File: src/design/tlr_pkg.sv
// Shared types and constants for the timestamp linear resampler.
`default_nettype none
package tlr_pkg;

  localparam int unsigned TimeW = 63;
  localparam int unsigned PosW  = 32;
  localparam int unsigned SecW  = 32;
  localparam int unsigned UsecW = 20;
  localparam int unsigned ProdW = 97;
  localparam int unsigned QuoW  = 36;

  localparam logic [UsecW-1:0] UsecPerSec = 20'd1000000;
  localparam logic [6:0] MulSteps = 7'd32;
  localparam logic [6:0] DivSteps = 7'd96;
  localparam logic [36:0] QuoLimit = 37'h0_2_0000_0000;

  typedef enum logic [1:0] {
    CMD_SAMPLE = 2'd0,
    CMD_QUERY  = 2'd1,
    CMD_FLUSH  = 2'd2,
    CMD_NONE   = 2'd3
  } cmd_e;

  typedef enum logic [3:0] {
    S_IDLE,
    S_TMUL,
    S_TADD,
    S_RD,
    S_CHK,
    S_SETUP,
    S_MUL,
    S_DIV,
    S_FIN,
    S_PUSH
  } state_e;

endpackage
`default_nettype wire

File: src/design/timestamp_linear_resampler_unit.sv
// Top level of the timestamp linear resampler: sequencer, query queue and shared adder.
//
// Usage. Items enter on the in channel (valid/ready); cmd selects a reference
// sample, a query time or an end-of-stream flush. Results leave on the out
// channel (valid/ready) through one output register; last marks the final
// result caused by an input. The user must write base_time on the cfg channel
// only while the block is idle; the block itself does not enforce this.
// Throughput and datapath. The block takes one item at a time and is not ready
// while it works; a sample or a query is followed by the drain of the queue.
// Every interpolated result runs through one shared 98-bit adder: 33 shift-add
// multiply steps and 97 restoring divide steps. Waiting queries sit in a
// QUEUE_DEPTH circular buffer; a full queue returns one drop result (status 1)
// right away.
// Reset clears the sample state, the queue count and the output valid flag;
// queue storage is not cleared, no clearing pass is needed.
// When the receiver stalls, the finished result is held in the output
// register and the sequencer waits with the next result until it is taken.
`default_nettype none
module timestamp_linear_resampler_unit import tlr_pkg::*; #(
  parameter int unsigned QUEUE_DEPTH = 16
) (
  input  wire logic                   clk_i,
  input  wire logic                   rst_ni,
  input  wire logic                   cfg_valid_i,
  output logic                        cfg_ready_o,
  input  wire logic [TimeW-1:0]       cfg_data_i,
  input  wire logic                   in_valid_i,
  output logic                        in_ready_o,
  input  wire logic [1:0]             cmd_i,
  input  wire logic [SecW-1:0]        sample_seconds_i,
  input  wire logic signed [PosW-1:0] sample_position_i,
  input  wire logic [TimeW-1:0]       query_time_i,
  output logic                        out_valid_o,
  input  wire logic                   out_ready_i,
  output logic signed [PosW-1:0]      position_out_o,
  output logic [TimeW-1:0]            time_out_o,
  output logic                        status_o,
  output logic                        last_o
);

  localparam int unsigned AW = (QUEUE_DEPTH > 1) ? $clog2(QUEUE_DEPTH) : 1;
  localparam int unsigned CW = $clog2(QUEUE_DEPTH + 1);
  localparam logic [CW-1:0] Full = CW'(QUEUE_DEPTH);
  localparam logic [AW-1:0] LastAddr = AW'(QUEUE_DEPTH - 1);

  state_e state_q, state_d;

  // Control state.
  logic [CW-1:0] count_q, count_d;
  logic [AW-1:0] head_q, head_d, tail_q, tail_d;
  logic [1:0]    seen_q, seen_d;
  logic          flush_q, flush_d;
  logic          pend_q, pend_d;
  logic          out_valid_q, out_valid_d;
  logic [6:0]    cnt_q, cnt_d;

  // Datapath state.
  logic [TimeW-1:0]       base_q, base_d;
  logic [63:0]            older_t_q, older_t_d, newer_t_q, newer_t_d;
  logic signed [PosW-1:0] older_p_q, older_p_d, newer_p_q, newer_p_d;
  logic [SecW-1:0]        secs_q, secs_d;
  logic signed [PosW-1:0] spos_q, spos_d;
  logic [51:0]            tprod_q, tprod_d;
  logic [63:0]            dmag_q, dmag_d, emag_q, emag_d, rem_q, rem_d;
  logic [32:0]            pmag_q, pmag_d;
  logic                   neg_q, neg_d, ovf_q, ovf_d;
  logic [ProdW-1:0]       prod_q, prod_d;
  logic [QuoW-1:0]        quo_q, quo_d;
  logic signed [PosW-1:0] pend_p_q, pend_p_d, out_p_q, out_p_d;
  logic [TimeW-1:0]       pend_t_q, pend_t_d, out_t_q, out_t_d;
  logic                   pend_s_q, pend_s_d, out_s_q, out_s_d, out_l_q, out_l_d;

  // Query queue storage.
  logic [TimeW-1:0] mem_q [QUEUE_DEPTH];
  logic [TimeW-1:0] head_data_q;
  logic             mem_we;

  // Shared adder: multiply steps add, divide steps subtract.
  logic [ProdW-1:0] alu_a, alu_b;
  logic             alu_sub;
  logic [ProdW:0]   alu_y;

  // Setup values for one interpolation.
  logic [63:0] q_t, dmag_c, emag_c;
  logic        dneg_c, eneg_c, pneg_c;
  logic signed [32:0] dp_c;
  logic [32:0] pmag_c;

  logic        in_fire, slot_free, avail;
  logic        rnd;
  logic [36:0] qr;
  logic        sat;
  logic signed [34:0] sum;
  logic signed [PosW-1:0] fin_p;
  logic [63:0] t_new;

  assign in_fire   = in_valid_i && in_ready_o;
  assign slot_free = !out_valid_q || out_ready_i;
  assign q_t       = {1'b0, head_data_q};
  assign avail     = (count_q != '0) &&
                     (flush_q || ((seen_q != 2'd0) && (q_t <= newer_t_q)));
  assign t_new     = {12'd0, tprod_q} + {1'b0, base_q};

  always_comb begin
    dneg_c = newer_t_q < older_t_q;
    dmag_c = dneg_c ? older_t_q - newer_t_q : newer_t_q - older_t_q;
    eneg_c = q_t < older_t_q;
    emag_c = eneg_c ? older_t_q - q_t : q_t - older_t_q;
    dp_c   = 33'(newer_p_q) - 33'(older_p_q);
    pneg_c = dp_c[32];
    pmag_c = pneg_c ? 33'(-dp_c) : 33'(dp_c);
  end

  always_comb begin
    alu_sub = (state_q == S_DIV);
    if (alu_sub) begin
      alu_a = {32'd0, rem_q, prod_q[ProdW-1]};
      alu_b = {33'd0, dmag_q};
    end else begin
      alu_a = {prod_q[ProdW-2:0], 1'b0};
      alu_b = pmag_q[32] ? {33'd0, emag_q} : '0;
    end
    alu_y = alu_sub ? ({1'b0, alu_a} - {1'b0, alu_b}) : ({1'b0, alu_a} + {1'b0, alu_b});
  end

  // Rounding to nearest and saturation of the final sum.
  always_comb begin
    rnd = {rem_q, 1'b0} >= {1'b0, dmag_q};
    qr  = {1'b0, quo_q} + 37'(rnd);
    sat = ovf_q || (qr > QuoLimit);
    sum = neg_q ? 35'(older_p_q) - 35'(qr[33:0]) : 35'(older_p_q) + 35'(qr[33:0]);
    if (sat) begin
      fin_p = neg_q ? 32'sh8000_0000 : 32'sh7fff_ffff;
    end else if (sum > 35'sh0_7fff_ffff) begin
      fin_p = 32'sh7fff_ffff;
    end else if (sum < -35'sh0_8000_0000) begin
      fin_p = 32'sh8000_0000;
    end else begin
      fin_p = sum[31:0];
    end
  end

  // Sequencer: next state and datapath updates.
  always_comb begin
    state_d = state_q;     count_d = count_q;   head_d = head_q;   tail_d = tail_q;
    seen_d = seen_q;       flush_d = flush_q;   pend_d = pend_q;   cnt_d = cnt_q;
    out_valid_d = out_valid_q && !out_ready_i;
    base_d = base_q;       older_t_d = older_t_q; newer_t_d = newer_t_q;
    older_p_d = older_p_q; newer_p_d = newer_p_q; secs_d = secs_q; spos_d = spos_q;
    tprod_d = tprod_q;     dmag_d = dmag_q;     emag_d = emag_q;   rem_d = rem_q;
    pmag_d = pmag_q;       neg_d = neg_q;       ovf_d = ovf_q;     prod_d = prod_q;
    quo_d = quo_q;         pend_p_d = pend_p_q; pend_t_d = pend_t_q; pend_s_d = pend_s_q;
    out_p_d = out_p_q;     out_t_d = out_t_q;   out_s_d = out_s_q; out_l_d = out_l_q;
    mem_we = 1'b0;
    in_ready_o = (state_q == S_IDLE);

    if (cfg_valid_i) begin
      base_d = cfg_data_i;
    end

    case (state_q)
      S_IDLE: begin
        if (in_fire) begin
          flush_d = 1'b0;
          case (cmd_i)
            CMD_SAMPLE: begin
              secs_d  = sample_seconds_i;
              spos_d  = sample_position_i;
              state_d = S_TMUL;
            end
            CMD_QUERY: begin
              if (count_q == Full) begin
                pend_d = 1'b1; pend_p_d = '0; pend_t_d = query_time_i; pend_s_d = 1'b1;
                state_d = S_CHK;
              end else begin
                mem_we  = 1'b1;
                tail_d  = (tail_q == LastAddr) ? '0 : tail_q + 1'b1;
                count_d = count_q + 1'b1;
                state_d = S_RD;
              end
            end
            CMD_FLUSH: begin
              flush_d = 1'b1;
              state_d = S_RD;
            end
            default: begin
              state_d = S_IDLE;
            end
          endcase
        end
      end
      S_TMUL: begin
        tprod_d = 52'(secs_q) * 52'(UsecPerSec);
        state_d = S_TADD;
      end
      S_TADD: begin
        if (seen_q == 2'd0) begin
          older_t_d = t_new;     older_p_d = spos_q;
        end else begin
          older_t_d = newer_t_q; older_p_d = newer_p_q;
        end
        newer_t_d = t_new;
        newer_p_d = spos_q;
        if (seen_q != 2'd2) begin
          seen_d = seen_q + 2'd1;
        end
        state_d = S_RD;
      end
      S_RD: begin
        state_d = S_CHK;
      end
      S_CHK: begin
        if (pend_q) begin
          state_d = S_PUSH;
        end else if (!avail) begin
          state_d = S_IDLE;
        end else if (flush_q) begin
          pend_d = 1'b1; pend_t_d = head_data_q; pend_s_d = 1'b0;
          pend_p_d = (seen_q != 2'd0) ? newer_p_q : '0;
          head_d = (head_q == LastAddr) ? '0 : head_q + 1'b1;
          count_d = count_q - 1'b1;
          state_d = S_RD;
        end else begin
          state_d = S_SETUP;
        end
      end
      S_SETUP: begin
        pend_t_d = head_data_q;
        pend_s_d = 1'b0;
        if ((newer_t_q == older_t_q) || (emag_c == '0) || (pmag_c == '0)) begin
          pend_d   = 1'b1;
          pend_p_d = (newer_t_q == older_t_q) ? newer_p_q : older_p_q;
          head_d = (head_q == LastAddr) ? '0 : head_q + 1'b1;
          count_d = count_q - 1'b1;
          state_d = S_RD;
        end else begin
          dmag_d = dmag_c; emag_d = emag_c; pmag_d = pmag_c;
          neg_d = pneg_c ^ eneg_c ^ dneg_c;
          prod_d = '0;
          cnt_d = MulSteps;
          state_d = S_MUL;
        end
      end
      S_MUL: begin
        prod_d = alu_y[ProdW-1:0];
        pmag_d = {pmag_q[31:0], 1'b0};
        if (cnt_q == '0) begin
          cnt_d = DivSteps; rem_d = '0; quo_d = '0; ovf_d = 1'b0;
          state_d = S_DIV;
        end else begin
          cnt_d = cnt_q - 7'd1;
        end
      end
      S_DIV: begin
        rem_d  = alu_y[ProdW] ? alu_a[63:0] : alu_y[63:0];
        quo_d  = {quo_q[QuoW-2:0], !alu_y[ProdW]};
        ovf_d  = ovf_q || quo_q[QuoW-1];
        prod_d = {prod_q[ProdW-2:0], 1'b0};
        if (cnt_q == '0) begin
          state_d = S_FIN;
        end else begin
          cnt_d = cnt_q - 7'd1;
        end
      end
      S_FIN: begin
        pend_d = 1'b1;
        pend_p_d = fin_p;
        head_d = (head_q == LastAddr) ? '0 : head_q + 1'b1;
        count_d = count_q - 1'b1;
        state_d = S_RD;
      end
      S_PUSH: begin
        if (slot_free) begin
          out_valid_d = 1'b1;
          out_p_d = pend_p_q; out_t_d = pend_t_q; out_s_d = pend_s_q;
          out_l_d = !avail;
          pend_d = 1'b0;
          state_d = S_CHK;
        end
      end
      default: begin
        state_d = S_IDLE;
      end
    endcase
  end

  // Control registers.
  always_ff @(posedge clk_i or negedge rst_ni) begin
    if (!rst_ni) begin
      state_q <= S_IDLE;   count_q <= '0;  head_q <= '0;  tail_q <= '0;
      seen_q <= 2'd0;      flush_q <= 1'b0; pend_q <= 1'b0;
      out_valid_q <= 1'b0; cnt_q <= '0;
      base_q <= '0;        older_t_q <= '0; newer_t_q <= '0;
      older_p_q <= '0;     newer_p_q <= '0;
    end else begin
      state_q <= state_d;  count_q <= count_d; head_q <= head_d; tail_q <= tail_d;
      seen_q <= seen_d;    flush_q <= flush_d; pend_q <= pend_d;
      out_valid_q <= out_valid_d; cnt_q <= cnt_d;
      base_q <= base_d;    older_t_q <= older_t_d; newer_t_q <= newer_t_d;
      older_p_q <= older_p_d; newer_p_q <= newer_p_d;
    end
  end

  // Datapath registers.
  always_ff @(posedge clk_i) begin
    secs_q <= secs_d;  spos_q <= spos_d;  tprod_q <= tprod_d;
    dmag_q <= dmag_d;  emag_q <= emag_d;  rem_q <= rem_d;  pmag_q <= pmag_d;
    neg_q <= neg_d;    ovf_q <= ovf_d;    prod_q <= prod_d; quo_q <= quo_d;
    pend_p_q <= pend_p_d; pend_t_q <= pend_t_d; pend_s_q <= pend_s_d;
    out_p_q <= out_p_d;   out_t_q <= out_t_d;   out_s_q <= out_s_d; out_l_q <= out_l_d;
  end

  // Queue memory: one write port at the tail, registered read of the head.
  always_ff @(posedge clk_i) begin
    if (mem_we) begin
      mem_q[tail_q] <= query_time_i;
    end
    head_data_q <= mem_q[head_q];
  end

  assign cfg_ready_o    = 1'b1;
  assign out_valid_o    = out_valid_q;
  assign position_out_o = out_p_q;
  assign time_out_o     = out_t_q;
  assign status_o       = out_s_q;
  assign last_o         = out_l_q;

endmodule
`default_nettype wire

File: config.mk
export PLATFORM = sky130hd
export DESIGN_NAME = timestamp_linear_resampler_unit
export DESIGN_NICKNAME = d
export VERILOG_FILES = /design/src/design/tlr_pkg.sv /design/src/design/timestamp_linear_resampler_unit.sv
export SDC_FILE = /design/constraint.sdc
export NUM_CORES = 2
export LEC_CHECK = 0
export ABC_AREA = 1
export BUFFER_PORTS_ARGS = -buffer_cell sky130_fd_sc_hd__buf_4
export CORE_ASPECT_RATIO = 1.4
export CORE_MARGIN = 5
export CORE_UTILIZATION = 58
export DETAILED_ROUTE_END_ITERATION = 16
export HOLD_SLACK_MARGIN = 0.03
export MAX_ROUTING_LAYER = met4
export PLACE_DENSITY = 0.78
export SLEW_MARGIN = 20
export SYNTH_ARGS = -nofsm -noshare
export SYNTH_HDL_FRONTEND = slang
export SYNTH_SLANG_ARGS = --single-unit
export TNS_END_PERCENT = 1
File: constraint.sdc
create_clock -name clk_i -period 9.01 [get_ports clk_i]
set_clock_uncertainty 0.05 [all_clocks]
set_input_delay 1.802 -clock clk_i [delete_from_list [all_inputs] [get_ports clk_i]]
set_output_delay 1.802 -clock clk_i [all_outputs]
set_load 0.005 [all_outputs]
==> impl_metrics.py <==
metrics = {
    "run_status": {
        "status": "completed",
    },
    "worst_setup_path": {
        "worstPathArrival_ns": 8.71,
        "worst-path-max-fanout": 31,
        "path_common_cell": "nand2_1",
        "max_stage_delay_ns": 0.44,
        "end_kind": "register",
        "slowest_stage": "a2111oi_0",
        "startpoint_type": "register",
        "path_class": "reg2reg",
        "required_ns": 9.54,
    },
    "finish": {
        "final_common_cell": "nand2_1",
        "n_fill_cell": 18100,
        "nNetsFinal": 15800,
        "final_cell_mix": "nand2_1, inv_1, nor2_1",
        "multiInputGateArea_um2": 57800,
        "seq_area_um2": 58600,
        "layoutNonFillerInstCount": 17800,
        "layout-drive-gt1-share_pct": 6.12,
        "area_delta_synth_final_pct": 9.57,
    },
    "clock_network": {
        "cts_made_buffers": 197,
        "cts_buffer_depth": 4,
        "post_cts_resized": 0,
        "h-tree-depth": 4,
        "cts_tree": "yes",
        "root_buffer": "clkbuf_16",
        "clock-sinks": 2018,
        "clkLatencyLatePin_ns": 0.90,
        "path_clk_slew_ns": 0.07,
        "post_cts_buffers": 0,
        "cts_hold_buffers": 0,
    },
    "grt": {
        "grt_overflow": 0,
        "grt_pass1_vias": 105000,
        "grt_max_degree": 231,
        "grt_pass1_wl_um": 643000,
        "grt_usage_pct": 38.6,
        "antenna_found_initial": 33,
    },
    "drt": {
        "wl_per_cell_um": 24.6,
        "top_layer_used": "met4",
        "viasPerCell": 6.01,
        "drt_wl_total_um": 437000,
        "drt-met1-wl_um": 159000,
        "dr_wl_met2_um": 209000,
        "wl_met3_um": 33700,
        "drt-pass1-iter-count": 6,
        "drtIter0Drc": 11200,
        "via_count": 107000,
        "drc": 0,
        "ant_nets": 0,
    },
    "worst_hold_path": {
        "holdCritPathClass": "reg2reg",
    },
    "die": {
        "initial_core_util_pct": 58.2,
        "die-area_um2": 226000,
        "core_um2": 216000,
        "rows": 202,
        "die_y_um": 561,
        "fp.dieW_um": 404,
        "io_pins": 297,
    },
    "timing": {
        "setup_violations": 0,
        "hold_violations": 0,
        "fin_crit_sh_pct": 90.8,
        "final-max-slew-violation-count": 0,
        "worst_slack_ns": 0.825,
        "fmax_ghz": 0.122,
        "period_needed_ns": 8.18,
        "max-slew-margin-rel_pct": 20.3,
        "tns_ns": 0,
        "rsz0062_at_grt": "false",
        "worst_pin_slew_ns": 1.20,
    },
    "logic_synthesis": {
        "synth_fp_nets": 15700,
        "avgSynthCellArea_um2": 8.62,
        "synth_area_leaders": "edfxtp_1, nand2_1, ha_1",
        "netlist_area_um2": 126000,
        "synth_cells": 14600,
        "synth_top_area_share_pct": 39.9,
        "ys_seq_area_share_pct": 46.5,
        "synth_flop_cell": "edfxtp_1",
        "synth_edf_count": 1671,
        "yosysWarnings": 0,
        "synth_cell_types": 68,
        "synth_seq_cells": 2018,
        "synth_top_area_cell": "edfxtp_1",
        "ys_async_sr_fraction_pct": 14.1,
    },
    "placement": {
        "place_ws_ns": 0.907,
        "dp.cells": 17400,
        "io_buffers": 295,
        "dp_hpwl_um": 331000,
        "gp_congestion": 1.09,
    },
    "job": {
        "cap_violations": 0,
    },
}
## metal layers
layer	vias to the layer above	GRT usage [%]
met5	-	-
met4	0	25.2
met3	1353	5.82
met2	5073	62.9
met1	50900	44.6
li1	49500	-
## critical path: cells and delay by family, from the launching register on
family | cells | cell delay, ns
AOI/OAI and AO/OA | 7 | 1.31
xor gates and xnor gates | 3 | 0.58
adders and majority gates | 4 | 1.09
buffers and inverters | 3 | 0.49
DFF | 1 | 0.40
and+or+nand+nor | 25 | 3.99
## logic make-up (layout without fill, tap and decap cells)
group,Yosys count,after routing,synth area share (%)
xor+xnor,425,425,2.96
fa+ha+maj,901,901,9.82
compound gates,2984,2984,13.8
flops,2018,2018,46.5
simple gates,5553,5553,17.7
other cells,1,23,0.00298
buf+inv,2545,2842,7.73
mux,167,167,1.37
## state kept, by name (all words and copies together) (netlist names), 64 cells and up
register / count
older_t_q: 64
newer_t_q: 64
emag_q: 64
rem_q: 64
dmag_q: 64
prod_q: 97
mem_q: 1008
## synth_stat cells (98+ instances only)
cell type	count
o211ai_1	106
a21oi_1	980
a31oi_1	128
inv_1	2042
fa_1	144
nand2_1	3020
o32ai_1	156
nand3_1	513
xnor2_1	130
mux2i_1	121
o221ai_1	157
ha_1	757
clkbuf_1	377
dfrtp_1	284
xor2_1	295
o21ai_0	1087
nor2_1	1699
nand4_1	98
edfxtp_1	1671
## stage by stage
stage / instance area, um^2 / util (%) / hold slack (ns)
6_report: 138000 / 63.8 / 0.332
5_1_grt: 138000 / 63.8 / 0.337
4_1_cts: 138000 / 63.8 / 0.321
3_5_place_dp: 131000 / 60.7 / 0.355
3_3_place_gp: 131000 / 60.7 / 0.351
2_1_floorplan: 126000 / - / 0.350
## worst paths after layout
kind | slack [ns] | from | cells past startpoint | end
setup reg to reg | 0.83 | rem_q[15]$_SDFFCE_PN0P_ | 42 | pend_p_q[23]$_DFFE_PP_
setup / recovery | 0.83 | rem_q[15]$_SDFFCE_PN0P_ | 42 | pend_p_q[23]$_DFFE_PP_
max in group asynchronous | 6.62 | rst_ni | 2 | base_q[2]$_DFFE_PN0P_
min in group asynchronous | 0.83 | rst_ni | 1 | newer_p_q[11]$_DFFE_PN0P_
hold / removal | 0.33 | pend_t_q[26]$_DFFE_PP_ | 0 | time_out_o[26]$_DFFE_PP_
hold reg to reg | 0.33 | pend_t_q[26]$_DFFE_PP_ | 0 | time_out_o[26]$_DFFE_PP_
## layout make-up
class | instances | area share, %
Antenna cell | 22 | 0.0399
Clock inverter | 112 | 0.976
Inverter | 2059 | 5.62
Timing Repair Buffer | 423 | 2.49
Tap cell | 2856 | 2.59
Clock buffer | 248 | 3.84
Sequential cell | 2018 | 42.5
Multi-Input combinational cell | 10000 | 41.9
Power is not shown: default switching activity piles up to over one toggle a cycle in this logic, so the estimate is an artifact.
